$ cat src/hw/rtl/rva_pkg.sv
// ----------------------------------------------------------------------------
// rva_pkg
// Types, widths and helpers shared by the radial vignette alpha blocks.
// ----------------------------------------------------------------------------
package rva_pkg;

  localparam int unsigned MAX_FRAME_DIM  = 4096;
  localparam int unsigned DIST_FRAC_BITS = 8;

  localparam int unsigned DIM_W  = 13;
  localparam int unsigned PIX_W  = 12;
  localparam int unsigned OFF_W  = 13;
  localparam int unsigned SQ_W   = 2 * OFF_W + 2;               // even, holds dx^2 + dy^2
  localparam int unsigned V_W    = SQ_W + 2 * DIST_FRAC_BITS;
  localparam int unsigned ROOT_W = V_W / 2;
  localparam int unsigned REM_W  = ROOT_W + 4;
  localparam int unsigned M_W    = DIM_W + DIST_FRAC_BITS;
  localparam int unsigned D5_W   = ROOT_W + 3;
  localparam int unsigned NUM_W  = M_W + 8;
  localparam int unsigned Q_BITS = 8;

  localparam int unsigned FIFO_DEPTH = 4;
  localparam int unsigned FIFO_AW    = $clog2(FIFO_DEPTH);
  localparam int unsigned FIFO_CW    = FIFO_AW + 1;

  localparam logic [1:0] REG_FRAME_WIDTH  = 2'd0;
  localparam logic [1:0] REG_FRAME_HEIGHT = 2'd1;

  typedef enum logic [1:0] {
    CLS_ZERO,
    CLS_RAMP,
    CLS_FULL
  } cls_e;

  typedef struct packed {
    logic               empty;
    logic [FIFO_CW-1:0] count;
  } fifo_stat_t;

  function automatic logic [DIM_W-1:0] clamp_dim(input logic [DIM_W-1:0] d);
    logic [DIM_W-1:0] r;
    r = d;
    if (d == '0) r = DIM_W'(1);
    else if (d > DIM_W'(MAX_FRAME_DIM)) r = DIM_W'(MAX_FRAME_DIM);
    return r;
  endfunction

endpackage

$ cat src/hw/rtl/rva_front.sv
// ----------------------------------------------------------------------------
// rva_front
// Accepts pixel requests, forms half-pixel offsets and the squared distance.
// ----------------------------------------------------------------------------
module rva_front (
  input  logic                        clk_i,
  input  logic                        rst_ni,
  input  logic                        pixel_valid_i,
  output logic                        pixel_stall_o,
  input  logic [rva_pkg::PIX_W-1:0]   pixel_x_i,
  input  logic [rva_pkg::PIX_W-1:0]   pixel_y_i,
  input  logic [rva_pkg::DIM_W-1:0]   width_i,
  input  logic [rva_pkg::DIM_W-1:0]   height_i,
  input  rva_pkg::fifo_stat_t         fifo_stat_i,
  output logic                        push_o,
  output logic [rva_pkg::SQ_W-1:0]    push_sq_o
);
  import rva_pkg::*;

  logic             vld_q, vld_d;
  logic [OFF_W-1:0] adx_q, adx_d, ady_q, ady_d;
  logic [OFF_W-1:0] px2, py2;
  logic [2*OFF_W-1:0] sqx, sqy;
  logic             accept;

  // reserve a slot for the item already sitting in the offset stage
  assign pixel_stall_o = (FIFO_CW'(fifo_stat_i.count) + FIFO_CW'(vld_q)) >= FIFO_CW'(FIFO_DEPTH);
  assign accept        = pixel_valid_i && !pixel_stall_o;

  always_comb begin
    px2   = {pixel_x_i, 1'b0};
    py2   = {pixel_y_i, 1'b0};
    vld_d = accept;
    adx_d = (px2 >= width_i)  ? (px2 - width_i)  : (width_i - px2);
    ady_d = (py2 >= height_i) ? (py2 - height_i) : (height_i - py2);
  end

  always_ff @(posedge clk_i or negedge rst_ni) begin
    if (!rst_ni) begin
      vld_q <= 1'b0;
    end else begin
      vld_q <= vld_d;
    end
  end

  always_ff @(posedge clk_i) begin
    if (accept) begin
      adx_q <= adx_d;
      ady_q <= ady_d;
    end
  end

  assign sqx       = adx_q * adx_q;
  assign sqy       = ady_q * ady_q;
  assign push_o    = vld_q;
  assign push_sq_o = SQ_W'(sqx) + SQ_W'(sqy);

endmodule

$ cat src/hw/rtl/rva_fifo.sv
// ----------------------------------------------------------------------------
// rva_fifo
// Short queue of squared distances between front and back.
// ----------------------------------------------------------------------------
module rva_fifo (
  input  logic                      clk_i,
  input  logic                      rst_ni,
  input  logic                      push_i,
  input  logic [rva_pkg::SQ_W-1:0]  push_sq_i,
  input  logic                      pop_i,
  output logic [rva_pkg::SQ_W-1:0]  pop_sq_o,
  output rva_pkg::fifo_stat_t       stat_o
);
  import rva_pkg::*;

  logic [SQ_W-1:0]    mem_q [FIFO_DEPTH];
  logic [FIFO_AW-1:0] wr_q, wr_d, rd_q, rd_d;
  logic [FIFO_CW-1:0] cnt_q, cnt_d;

  always_comb begin
    wr_d  = push_i ? wr_q + FIFO_AW'(1) : wr_q;
    rd_d  = pop_i  ? rd_q + FIFO_AW'(1) : rd_q;
    cnt_d = cnt_q + FIFO_CW'(push_i) - FIFO_CW'(pop_i);
  end

  always_ff @(posedge clk_i or negedge rst_ni) begin
    if (!rst_ni) begin
      wr_q  <= '0;
      rd_q  <= '0;
      cnt_q <= '0;
    end else begin
      wr_q  <= wr_d;
      rd_q  <= rd_d;
      cnt_q <= cnt_d;
    end
  end

  always_ff @(posedge clk_i) begin
    if (push_i) mem_q[wr_q] <= push_sq_i;
  end

  assign pop_sq_o     = mem_q[rd_q];
  assign stat_o.empty = (cnt_q == '0);
  assign stat_o.count = cnt_q;

endmodule

$ cat src/hw/rtl/rva_back.sv
// ----------------------------------------------------------------------------
// rva_back
// Pipelined square root, edge classification and ramp divide.
// ----------------------------------------------------------------------------
module rva_back (
  input  logic                      clk_i,
  input  logic                      rst_ni,
  input  rva_pkg::fifo_stat_t       fifo_stat_i,
  input  logic [rva_pkg::SQ_W-1:0]  pop_sq_i,
  output logic                      pop_o,
  input  logic [rva_pkg::DIM_W-1:0] width_i,
  input  logic [rva_pkg::DIM_W-1:0] height_i,
  output logic                      alpha_valid_o,
  input  logic                      alpha_stall_i,
  output logic [7:0]                alpha_o
);
  import rva_pkg::*;

  // root stages
  logic              s_vld_q  [ROOT_W+1];
  logic [V_W-1:0]    s_v_q    [ROOT_W+1];
  logic [REM_W-1:0]  s_rem_q  [ROOT_W+1];
  logic [ROOT_W-1:0] s_root_q [ROOT_W+1];
  logic [V_W-1:0]    s_v_d    [ROOT_W+1];
  logic [REM_W-1:0]  s_rem_d  [ROOT_W+1];
  logic [ROOT_W-1:0] s_root_d [ROOT_W+1];

  // classify stage
  logic             c_vld_q;
  cls_e             c_cls_q, c_cls_d;
  logic [NUM_W-1:0] c_num_q, c_num_d;

  // divide stages
  logic              d_vld_q [Q_BITS];
  cls_e              d_cls_q [Q_BITS];
  logic [NUM_W-1:0]  d_num_q [Q_BITS];
  logic [Q_BITS-1:0] d_quo_q [Q_BITS];
  logic [NUM_W-1:0]  d_num_d [Q_BITS];
  logic [Q_BITS-1:0] d_quo_d [Q_BITS];

  logic       out_vld_q;
  logic [7:0] out_q, out_d;

  logic             en;
  logic [DIM_W-1:0] mn;
  logic [M_W-1:0]   m;
  logic [D5_W-1:0]  d5, lo, hi, diff;
  logic [M_W-1:0]   diff_m;
  logic [NUM_W-1:0] m_ext, fin_num;
  logic [Q_BITS-1:0] fin_quo;
  logic [REM_W-1:0] rem_sh, trial;

  assign en    = !(out_vld_q && alpha_stall_i);
  assign pop_o = en && !fifo_stat_i.empty;

  assign mn    = (width_i < height_i) ? width_i : height_i;
  assign m     = M_W'(mn) << DIST_FRAC_BITS;
  assign m_ext = NUM_W'(m);

  // one root bit per stage
  always_comb begin
    s_v_d[0]    = {pop_sq_i, {(2*DIST_FRAC_BITS){1'b0}}};
    s_rem_d[0]  = '0;
    s_root_d[0] = '0;
    rem_sh      = '0;
    trial       = '0;
    for (int k = 0; k < ROOT_W; k++) begin
      rem_sh = {s_rem_q[k][REM_W-3:0], s_v_q[k][V_W-1 -: 2]};
      trial  = REM_W'({s_root_q[k], 2'b01});
      s_v_d[k+1] = s_v_q[k] << 2;
      if (rem_sh >= trial) begin
        s_rem_d[k+1]  = rem_sh - trial;
        s_root_d[k+1] = {s_root_q[k][ROOT_W-2:0], 1'b1};
      end else begin
        s_rem_d[k+1]  = rem_sh;
        s_root_d[k+1] = {s_root_q[k][ROOT_W-2:0], 1'b0};
      end
    end
  end

  // exact edge tests: 5D against 3m and 4m
  always_comb begin
    d5     = D5_W'(s_root_q[ROOT_W]) + (D5_W'(s_root_q[ROOT_W]) << 2);
    lo     = D5_W'(m) + (D5_W'(m) << 1);
    hi     = D5_W'(m) << 2;
    diff   = d5 - lo;
    diff_m = diff[M_W-1:0];
    c_num_d = (NUM_W'(diff_m) << 8) - NUM_W'(diff_m);
    if (d5 < lo)      c_cls_d = CLS_ZERO;
    else if (d5 > hi) c_cls_d = CLS_FULL;
    else              c_cls_d = CLS_RAMP;
  end

  // restoring divide, quotient MSB first
  always_comb begin
    d_num_d[0] = c_num_q;
    d_quo_d[0] = '0;
    for (int j = 0; j < Q_BITS - 1; j++) begin
      d_num_d[j+1] = d_num_q[j];
      d_quo_d[j+1] = d_quo_q[j];
      if (d_num_q[j] >= (m_ext << (Q_BITS - 1 - j))) begin
        d_num_d[j+1]                 = d_num_q[j] - (m_ext << (Q_BITS - 1 - j));
        d_quo_d[j+1][Q_BITS - 1 - j] = 1'b1;
      end
    end
    fin_num = d_num_q[Q_BITS-1];
    fin_quo = d_quo_q[Q_BITS-1];
    if (fin_num >= m_ext) fin_quo[0] = 1'b1;
    unique case (d_cls_q[Q_BITS-1])
      CLS_ZERO: out_d = 8'd0;
      CLS_FULL: out_d = 8'd255;
      CLS_RAMP: out_d = fin_quo;
      default:  out_d = 8'd0;
    endcase
  end

  always_ff @(posedge clk_i or negedge rst_ni) begin
    if (!rst_ni) begin
      for (int k = 0; k <= ROOT_W; k++) s_vld_q[k] <= 1'b0;
      for (int j = 0; j < Q_BITS; j++)  d_vld_q[j] <= 1'b0;
      c_vld_q   <= 1'b0;
      out_vld_q <= 1'b0;
    end else if (en) begin
      s_vld_q[0] <= pop_o;
      for (int k = 0; k < ROOT_W; k++) s_vld_q[k+1] <= s_vld_q[k];
      c_vld_q    <= s_vld_q[ROOT_W];
      d_vld_q[0] <= c_vld_q;
      for (int j = 0; j < Q_BITS - 1; j++) d_vld_q[j+1] <= d_vld_q[j];
      out_vld_q  <= d_vld_q[Q_BITS-1];
    end
  end

  always_ff @(posedge clk_i) begin
    if (en) begin
      for (int k = 0; k <= ROOT_W; k++) begin
        s_v_q[k]    <= s_v_d[k];
        s_rem_q[k]  <= s_rem_d[k];
        s_root_q[k] <= s_root_d[k];
      end
      c_cls_q    <= c_cls_d;
      c_num_q    <= c_num_d;
      d_cls_q[0] <= c_cls_q;
      for (int j = 0; j < Q_BITS; j++) begin
        d_num_q[j] <= d_num_d[j];
        d_quo_q[j] <= d_quo_d[j];
      end
      for (int j = 0; j < Q_BITS - 1; j++) d_cls_q[j+1] <= d_cls_q[j];
      out_q <= out_d;
    end
  end

  assign alpha_valid_o = out_vld_q;
  assign alpha_o       = out_q;

endmodule

$ cat src/hw/rtl/radial_vignette_alpha.sv
// Path from the edge that accepts the pixel request to alpha: offset stage, queue,
// 23 root stages, classify, 8 divide stages, output reg.
// Throughput: one pixel per cycle while alpha_stall_i is low; the root and divide units are fully pipelined.
// Reset: asynchronous, active low; frame size returns to 1024 x 768, queue and
// pipeline empty.
// ----------------------------------------------------------------------------
// radial_vignette_alpha
// Radial vignette overlay alpha from a pixel coordinate.
// ----------------------------------------------------------------------------
module radial_vignette_alpha (
  input  logic                        clk_i,
  input  logic                        rst_ni,
  input  logic                        cfg_valid_i,
  output logic                        cfg_ready_o,
  input  logic [1:0]                  cfg_index_i,
  input  logic [rva_pkg::DIM_W-1:0]   cfg_data_i,
  input  logic                        pixel_valid_i,
  output logic                        pixel_stall_o,
  input  logic [rva_pkg::PIX_W-1:0]   pixel_x_i,
  input  logic [rva_pkg::PIX_W-1:0]   pixel_y_i,
  output logic                        alpha_valid_o,
  input  logic                        alpha_stall_i,
  output logic [7:0]                  alpha_o
);
  import rva_pkg::*;

  logic [DIM_W-1:0] fw_q, fw_d, fh_q, fh_d, w, h;
  fifo_stat_t       fstat;
  logic             push, pop;
  logic [SQ_W-1:0]  push_sq, pop_sq;

  assign cfg_ready_o = 1'b1;

  always_comb begin
    fw_d = fw_q;
    fh_d = fh_q;
    if (cfg_valid_i) begin
      if (cfg_index_i == REG_FRAME_WIDTH)  fw_d = cfg_data_i;
      if (cfg_index_i == REG_FRAME_HEIGHT) fh_d = cfg_data_i;
    end
  end

  always_ff @(posedge clk_i or negedge rst_ni) begin
    if (!rst_ni) begin
      fw_q <= DIM_W'(1024);
      fh_q <= DIM_W'(768);
    end else begin
      fw_q <= fw_d;
      fh_q <= fh_d;
    end
  end

  assign w = clamp_dim(fw_q);
  assign h = clamp_dim(fh_q);

  rva_front u_front (
    .clk_i, .rst_ni, .pixel_valid_i, .pixel_stall_o, .pixel_x_i, .pixel_y_i,
    .width_i(w), .height_i(h), .fifo_stat_i(fstat), .push_o(push), .push_sq_o(push_sq)
  );

  rva_fifo u_fifo (
    .clk_i, .rst_ni, .push_i(push), .push_sq_i(push_sq), .pop_i(pop),
    .pop_sq_o(pop_sq), .stat_o(fstat)
  );

  rva_back u_back (
    .clk_i, .rst_ni, .fifo_stat_i(fstat), .pop_sq_i(pop_sq), .pop_o(pop),
    .width_i(w), .height_i(h), .alpha_valid_o, .alpha_stall_i, .alpha_o
  );

  a_no_overflow: assert property (@(posedge clk_i) disable iff (!rst_ni)
    push |-> (fstat.count < FIFO_CW'(FIFO_DEPTH)))
    else $error("queue push while full");

  a_accept_push: assert property (@(posedge clk_i) disable iff (!rst_ni)
    (pixel_valid_i && !pixel_stall_o) |=> push)
    else $error("accepted pixel not queued");

  a_pop_nonempty: assert property (@(posedge clk_i) disable iff (!rst_ni)
    pop |-> !fstat.empty)
    else $error("queue pop while empty");

endmodule
$ cat config.mk
export PLATFORM = sky130hd
export DESIGN_NAME = radial_vignette_alpha
export DESIGN_NICKNAME = d
export VERILOG_FILES = /design/src/hw/rtl/rva_pkg.sv /design/src/hw/rtl/rva_front.sv /design/src/hw/rtl/rva_fifo.sv /design/src/hw/rtl/rva_back.sv /design/src/hw/rtl/radial_vignette_alpha.sv
export SDC_FILE = /design/constraint.sdc
export NUM_CORES = 2
export LEC_CHECK = 0
export BUFFER_PORTS_ARGS = -buffer_cell sky130_fd_sc_hd__buf_2
export CAP_MARGIN = 20
export CORE_AREA = 4 4 363 365
export DETAILED_ROUTE_END_ITERATION = 10
export DIE_AREA = 0 0 367 369
export PLACE_DENSITY = 0.91
export SLEW_MARGIN = 25
export SYNTH_ARGS = -nofsm -noshare
export SYNTH_HDL_FRONTEND = slang
export SYNTH_SLANG_ARGS = --single-unit
$ cat constraint.sdc
create_clock -name clk_i -period 102 [get_ports clk_i]
set_input_delay 0 -clock clk_i [delete_from_list [all_inputs] [get_ports clk_i]]
set_output_delay 0 -clock clk_i [all_outputs]
set_load 0.02 [all_outputs]
* Word-level counts from Yosys, hierarchy flattened
Memory sizes are Yosys's and may differ from the RTL's.
Index checks and enable logic that the tools add are counted.
** Operators by class
- Add/subtract/negate cells :: 42
- Equality and inequality tests :: 3
- Muxes and demuxes :: 71
- Multipliers :: 2
- $lt $le $gt $ge :: 38
- Reduce and logical (&&, ||, !) cells :: 12
** Operators with widths (count)
- >= comparator 26 x 24 -> 1 bit :: 22
- two-way mux 26 bit :: 22
- subtractor 26 x 24 -> 26 bit :: 22
- two-way mux 29 bit :: 7
- two-way mux 13 bit :: 7
- multiplier 13 x 13 -> 26 bit :: 2
- subtractor 13 bit :: 4
- two-way mux 1 bit :: 33
- >= comparator 29 x 21 -> 1 bit :: 1
- >= comparator 29 x 22 -> 1 bit :: 1
- >= comparator 29 x 23 -> 1 bit :: 1
- >= comparator 29 x 24 -> 1 bit :: 1
- >= comparator 29 x 25 -> 1 bit :: 1
- >= comparator 29 x 26 -> 1 bit :: 1
- >= comparator 29 x 27 -> 1 bit :: 1
- >= comparator 29 x 28 -> 1 bit :: 1
- subtractor 29 x 21 -> 29 bit :: 1
- subtractor 29 x 22 -> 29 bit :: 1
- subtractor 29 x 23 -> 29 bit :: 1
- subtractor 29 x 24 -> 29 bit :: 1
- subtractor 29 x 25 -> 29 bit :: 1
- subtractor 29 x 26 -> 29 bit :: 1
- subtractor 29 x 27 -> 29 bit :: 1
- subtractor 29 x 28 -> 29 bit :: 1
- other kinds (23) :: 33
** Word-level totals
- Input bits :: 44
- Memories :: 7
- Flip-flop bits (word level) :: 132
- Bits in writable memories :: 2490
- Logic and storage cells :: 219
- Output and inout port bits :: 11
** Memories
- u_back.s_v_q :: words 23, bits a word 42, rd ports 22, clocked after memory_dff 0, write ports 23, line rva_back.sv:21 : logic [V_W-1:0] s_v_q [ROOT_W+1];
- u_back.s_rem_q :: words 23, bits a word 26, rd ports 22, clocked after memory_dff 0, write ports 23, line rva_back.sv:22 : logic [REM_W-1:0] s_rem_q [ROOT_W+1];
- u_back.s_root_q :: words 23, bits a word 22, rd ports 23, clocked after memory_dff 0, write ports 23, line rva_back.sv:23 : logic [ROOT_W-1:0] s_root_q [ROOT_W+1];
- u_back.d_num_q :: words 8, bits a word 29, rd ports 8, clocked after memory_dff 0, write ports 8, line rva_back.sv:36 : logic [NUM_W-1:0] d_num_q [Q_BITS];
- u_fifo.mem_q :: words 4, bits a word 27, rd ports 1, clocked after memory_dff 0, write ports 1, line rva_fifo.sv:16 : logic [SQ_W-1:0] mem_q [FIFO_DEPTH];
- u_back.d_quo_q :: words 8, bits a word 8, rd ports 8, clocked after memory_dff 0, write ports 8, line rva_back.sv:37 : logic [Q_BITS-1:0] d_quo_q [Q_BITS];
- +1 memories

* Depth between registers and ports, before layout
- Depth in word-level cells :: 8
- Depth in mapped cells :: 39
- Gate-level depth less buffers :: 37

* Modules after synthesis
A second synthesis with hierarchy kept.
** Second synthesis, totals
- Cell total of the unflattened synthesis :: 7211
- Area, all modules :: 84771.3 µm²
** By module, submodules not included
- rva_back :: cells an instance 5537, times used 1, area an instance 66455.0 µm²
- rva_front :: cells an instance 1401, times used 1, area an instance 12654.6 µm²
- rva_fifo :: cells an instance 179, times used 1, area an instance 4424.2 µm²
- radial_vignette_alpha :: cells an instance 94, times used 1, area an instance 1237.4 µm²

* Worst setup path before layout
OpenSTA, ideal clock, no wires.
- Path kind :: flip-flop to flip-flop
- From :: register u_back.out_vld_q, in the netlist u_back.alpha_valid_o
- To :: register u_back.d_vld_q[0] (netlist bit)
- Clock period less this slack :: 38.577 ns
- Buffers on the path :: 1
- Cell stages (with the launch flop) :: 4
- Path slack :: 63.423 ns
- Arrival :: 38.378 ns
- Data required time :: 101.801 ns
- Cell sequence :: dfrtp_1 nand2_1 clkbuf_1 mux2_2
** On the way
- Longest elaborated chain between the ends :: 1
** RTL lines
- start: declaration :: line rva_back.sv:41 : logic out_vld_q;
- start signal: assignment :: line rva_back.sv:129 : out_vld_q <= d_vld_q[Q_BITS-1];
- logical AND 1 bit :: line rva_back.sv:53 : assign en = !(out_vld_q && alpha_stall_i);
- end: declaration :: line rva_back.sv:34 : logic d_vld_q [Q_BITS];
Every way passes these cells.
A chain may end at the register's enable or synchronous reset.

* Worst setup path in the final report
- From :: register fh_q[4]
- To :: register u_back.c_num_q[28], data pin
** On the way
- Longest elaborated chain between the ends :: 8
- Elaborated cells between the ends (all ways) :: 9
- Those cells by class :: add/sub: 3; order compare: 2; mux: 3; reduce/logical: 1
** RTL lines
- start: declaration :: line radial_vignette_alpha.sv:27 : logic [DIM_W-1:0] fw_q, fw_d, fh_q, fh_d, w, h;
- start signal: assignment :: line radial_vignette_alpha.sv:49 : fh_q <= fh_d;
- greater-than comparator 13 bit :: line rva_pkg.sv:44 : else if (d > DIM_W'(MAX_FRAME_DIM)) r = DIM_W'(MAX_FRAME_DIM);
- two-way mux 13 bit :: line rva_pkg.sv:44
- two-way mux 13 bit * :: line rva_pkg.sv:43 : if (d == '0) r = DIM_W'(1);
- named net h[0] :: line radial_vignette_alpha.sv:27
- less-than comparator 13 bit :: line rva_back.sv:56 : assign mn = (width_i < height_i) ? width_i : height_i;
- two-way mux 13 bit * :: line rva_back.sv:56
- adder 21 x 22 -> 23 bit * :: line rva_back.sv:84 : lo = D5_W'(m) + (D5_W'(m) << 1);
- subtractor 21 bit * :: line rva_back.sv:86 : diff = d5 - lo;
- subtractor 29 x 21 -> 29 bit * :: line rva_back.sv:88 : c_num_d = (NUM_W'(diff_m) << 8) - NUM_W'(diff_m);
- named net u_back.c_num_d[28] :: line rva_back.sv:31 : logic [NUM_W-1:0] c_num_q, c_num_d;
- end signal: assignment :: line rva_back.sv:141 : c_num_q <= c_num_d;
- end: declaration :: line rva_back.sv:31
Mark *: on every way through the listed nets, which the timed path passes. The rest lies on a longest branch.

==> flow_results.org <==
** GRT
- M1 GR Usage :: 31.56%
- For met3 alone, demand over resource in global routing was 4.956%.
- Via count of the first global-routing pass :: 57,440
- Across every metal layer, demand over resource in global routing totals 28.54%.
- For met2 alone, demand over resource in global routing was 51.51%.
- Most Used Layer, Global Route :: met2
- Wire length of the first global-routing pass :: 305,800 um
- Pin count of the biggest net entering global routing :: 189
- Number of antenna violations at the first check in global routing :: 6
- Summed over all layers, the global routing overflow is 0.

** Yosys
- By area the synthesized netlist is led by edfxtp_1 (50%), ha_1 (9.4%), fa_1 (6.4%), inv_1 (3.6%), xnor2_1 (3.1%).
- Summing every instance area after synthesis gives 83,020 um^2.
- Flip-flop cell with the highest count after synthesis :: edfxtp_1
- Top-area cell type share of the netlist area :: 49.59%
- Cell taking the most area after synthesis :: edfxtp_1
- For this run, the register share of the synthesized area comes to 51.61%.
- Counting flops with an async set or reset pin after synthesis yields a share of 4.659%.
- Post-Synthesis Net Count :: 7,904
- Yosys mapped the design onto 89 distinct sky130hd cell types.
- Mean instance size in the synthesized netlist :: 11.92 um^2
- Yosys mapped a number of flops with a built-in enable equal to 1,371.
- The synthesized design contains 1,438 register bits.
- Post-synthesis instance total :: 6,967
- Yosys warnings :: 0

** Timing
- Post-route fraction of the period consumed by the critical path :: 8.371%
- Maximum clock frequency :: 0.1171 GHz
- Number of setup violations in the final report :: 0
- Setup repair after global routing left no endpoint under its margin.
- Slew Limit Headroom :: 26.54%
- The final count of pins violating max slew was 0.
- Final worst path period need :: 8539 ps
- For the final routed database, the setup TNS stands at 0 ps.
- On the final layout, the worst clock skew is 39.76 ps.
- After layout, the worst setup slack is 93,460 ps.
- Across all hold checks on the routed design, the worst slack comes to 73.52 ps.
- At the pin with the least slew margin, the transition time is 1102 ps.
- The total count of hold-check failures in the final report came to 0.

** Die
- Initial Util :: 64.45%
- I/O pin total :: 55
- In this run the vertical extent of the chip is 369 um.
- The total area inside the core boundary comes to 128,800 um^2.
- The floorplan step set the die width to 367 um.
- The floorplan step defined a die boundary enclosing 135,400 um^2.
- Number of rows in the core area :: 132

** Placement
- Count of port buffers added during placement :: 53
- Pre-CTS setup slack :: 93,550 ps
- Routability-driven placement finished with a final weighted congestion of 0.9282.
- The wire-length estimate of the detail-placed layout is 136,200 um.
- Once placement finished, the instance area stood at 85,370 um^2.

** Detailed routing
- Total iterations of the first detailed-routing run :: 9
- Vias after detailed routing :: 55,460
- After detailed routing, the number of vias per cell comes to 6.207.
- In this run the remaining antenna-violating nets after routing total 0.
- Routed len/inst :: 21.72 um
- Drc violations :: 4
- Drt total wl :: 194,000 um
- The first routing iteration left 4,766 violations.

** Worst setup path
- Buf+Inv Stages, Crit Path :: 3
- The setup path with the least slack is of type reg -> reg.
- The most critical setup path has its startpoint at fh_q[4].
- Worst Path Arrival :: 9040 ps
- Gate family responsible for the most delay along the worst path :: compound AO/OA/AOI/OAI gates
- Data on the critical path is required at its endpoint by 102,510 ps.
- Max Fanout on Critical Path :: 36
- STA classifies the critical path endpoint as a flip-flop.
- Critical path launch point type :: flip-flop
- Most frequent CP cell :: nor2_1
- For this run, the slowest stage of the critical path takes 730 ps.
- Worst reg2reg startpoint :: fh_q[4]
- The largest individual stage delay along the critical path comes from the cell a311oi_1.

** Cells and area
- Layout cells sized above 1 :: 7.262%
- Summing all non-filler instances in the final layout gives an area of 90,660 um^2.
- The top cell types in the final layout, fill and taps aside, are edfxtp_1 (1,371), inv_1 (798), ha_1 (626), nand2_1 (483), nor2_1 (388).
- From synthesis to final layout, the design area changed by 9.196%.
- Most common cell after layout, fill and taps aside :: edfxtp_1
- For this run, the post-layout net count is 8,080.

** Clock tree
- After clock tree synthesis, the clock-pin slew on the worst setup and hold paths is 60 ps.
- Number of gates resized after cts :: 0
- Clock Latency Late Sink :: 780 ps
- Buffers added to address setup during post-CTS repair amount to 0.
- The tree is rooted in a clkbuf_16.
- Clock tree from TritonCTS :: yes
- The longest clock path from root to sink contains 3 buffers.
- The number of clock buffers added by TritonCTS is 147.
- After clock tree synthesis, the flow added hold-fix buffers numbering 51.
- H-tree levels :: 4
- The clock net in this run drives a total of 1,438 sinks.

** Min path
- Beginning of the worst hold path :: cfg_data_i[9]
- HP Class :: in -> reg

** Status
- Result of the run :: complete, but fails checks
- Failing checks :: DRC

** Run
- Max-cap violations in this run came to 0.
[worst reg2reg max path: cells and delay by family (launching register included)]
| family | cells | cell delay (ps) |
|---|---|---|
| xor gates and xnor gates | 2 | 370 |
| buffers and inverters | 3 | 640 |
| AOI/OAI and AO/OA | 15 | 3000 |
| adders and majority gates | 4 | 1470 |
| DFF | 1 | 400 |
| and+or+nand+nor | 13 | 2430 |
[metal layers]
| metal | wire, um | vias up |
|---|---|---|
| met5 | 13 | - |
| met1 | 68400 | 26910 |
| li1 | - | 25300 |
| met2 | 99840 | 2517 |
| met4 | 13360 | 2 |
| met3 | 12420 | 727 |
[final timing paths]
path	endpoint	slack [ps]	cells after the start
worst max-delay path	u_back.c_num_q[28]	93460	37
worst min-delay path	fh_q[9]	70	3
worst max register to register	u_back.c_num_q[28]	93460	37
worst min register to register	u_back.d_num_q[0][13]	400	0
max in group asynchronous	fw_q[8]	101100	4
min in group asynchronous	fw_q[10]	490	3
[cell families after synthesis]
logic type	count (synthesis)	share of synthesized area, %
AND/OR/NAND/NOR	1739	10.44
flip-flops	1438	51.61
AO/OA/AOI/OAI	1286	9.748
buffers and inverters	921	4.200
adder cells (fa/ha/maj)	893	15.87
XOR/XNOR	513	5.421
multiplexers	175	2.698
other	2	0.009046
[flip-flops by register name (all words and copies together) (netlist names), 2 cells and up]
register	cells
u_back.c_cls_q	2
fh_q	13
u_back.s_rem_q	460
u_back.s_vld_q	23
fw_q	13
u_back.d_quo_q	28
u_back.c_num_q	29
u_front.ady_q	13
u_fifo.cnt_q	3
u_fifo.mem_q	108
u_fifo.rd_q	2
u_back.d_num_q	232
u_front.adx_q	13
u_back.s_v_q	209
u_back.s_root_q	253
u_back.alpha_o	8
u_back.d_cls_q	16
u_back.d_vld_q	8
u_fifo.wr_q	2
[cells in the mapped netlist, types with 120 or more instances]
master	instances
a21o_1	160
a21oi_1	354
and2_1	120
edfxtp_1	1371
fa_1	267
ha_1	626
inv_1	798
mux2_2	120
nand2_1	484
nor2_1	388
nor3_1	145
o21ai_0	334
xnor2_1	290
xor2_1	222
[layout make-up]
type                            instances  area [um^2]
Fill cell                            7899        38170
Clock inverter                         90        864.6
Sequential cell                      1438        42850
Clock buffer                          173         3819
Tap cell                             1675         2096
Inverter                              800         3005
Antenna cell                            3        7.507
Multi-Input combinational cell       4608        36790
Timing Repair Buffer                  148         1219
[metrics by stage]
step	util, %	cells
after floorplan	-	6967
after global placement	66.23	8615
after detailed placement	66.27	8616
after CTS	70.31	8930
after global routing	70.37	8932
final	70.37	8935
Power is left out: the tool's default activity adds up to more than one toggle a clock period on the data nets, which glitch-free logic cannot reach.
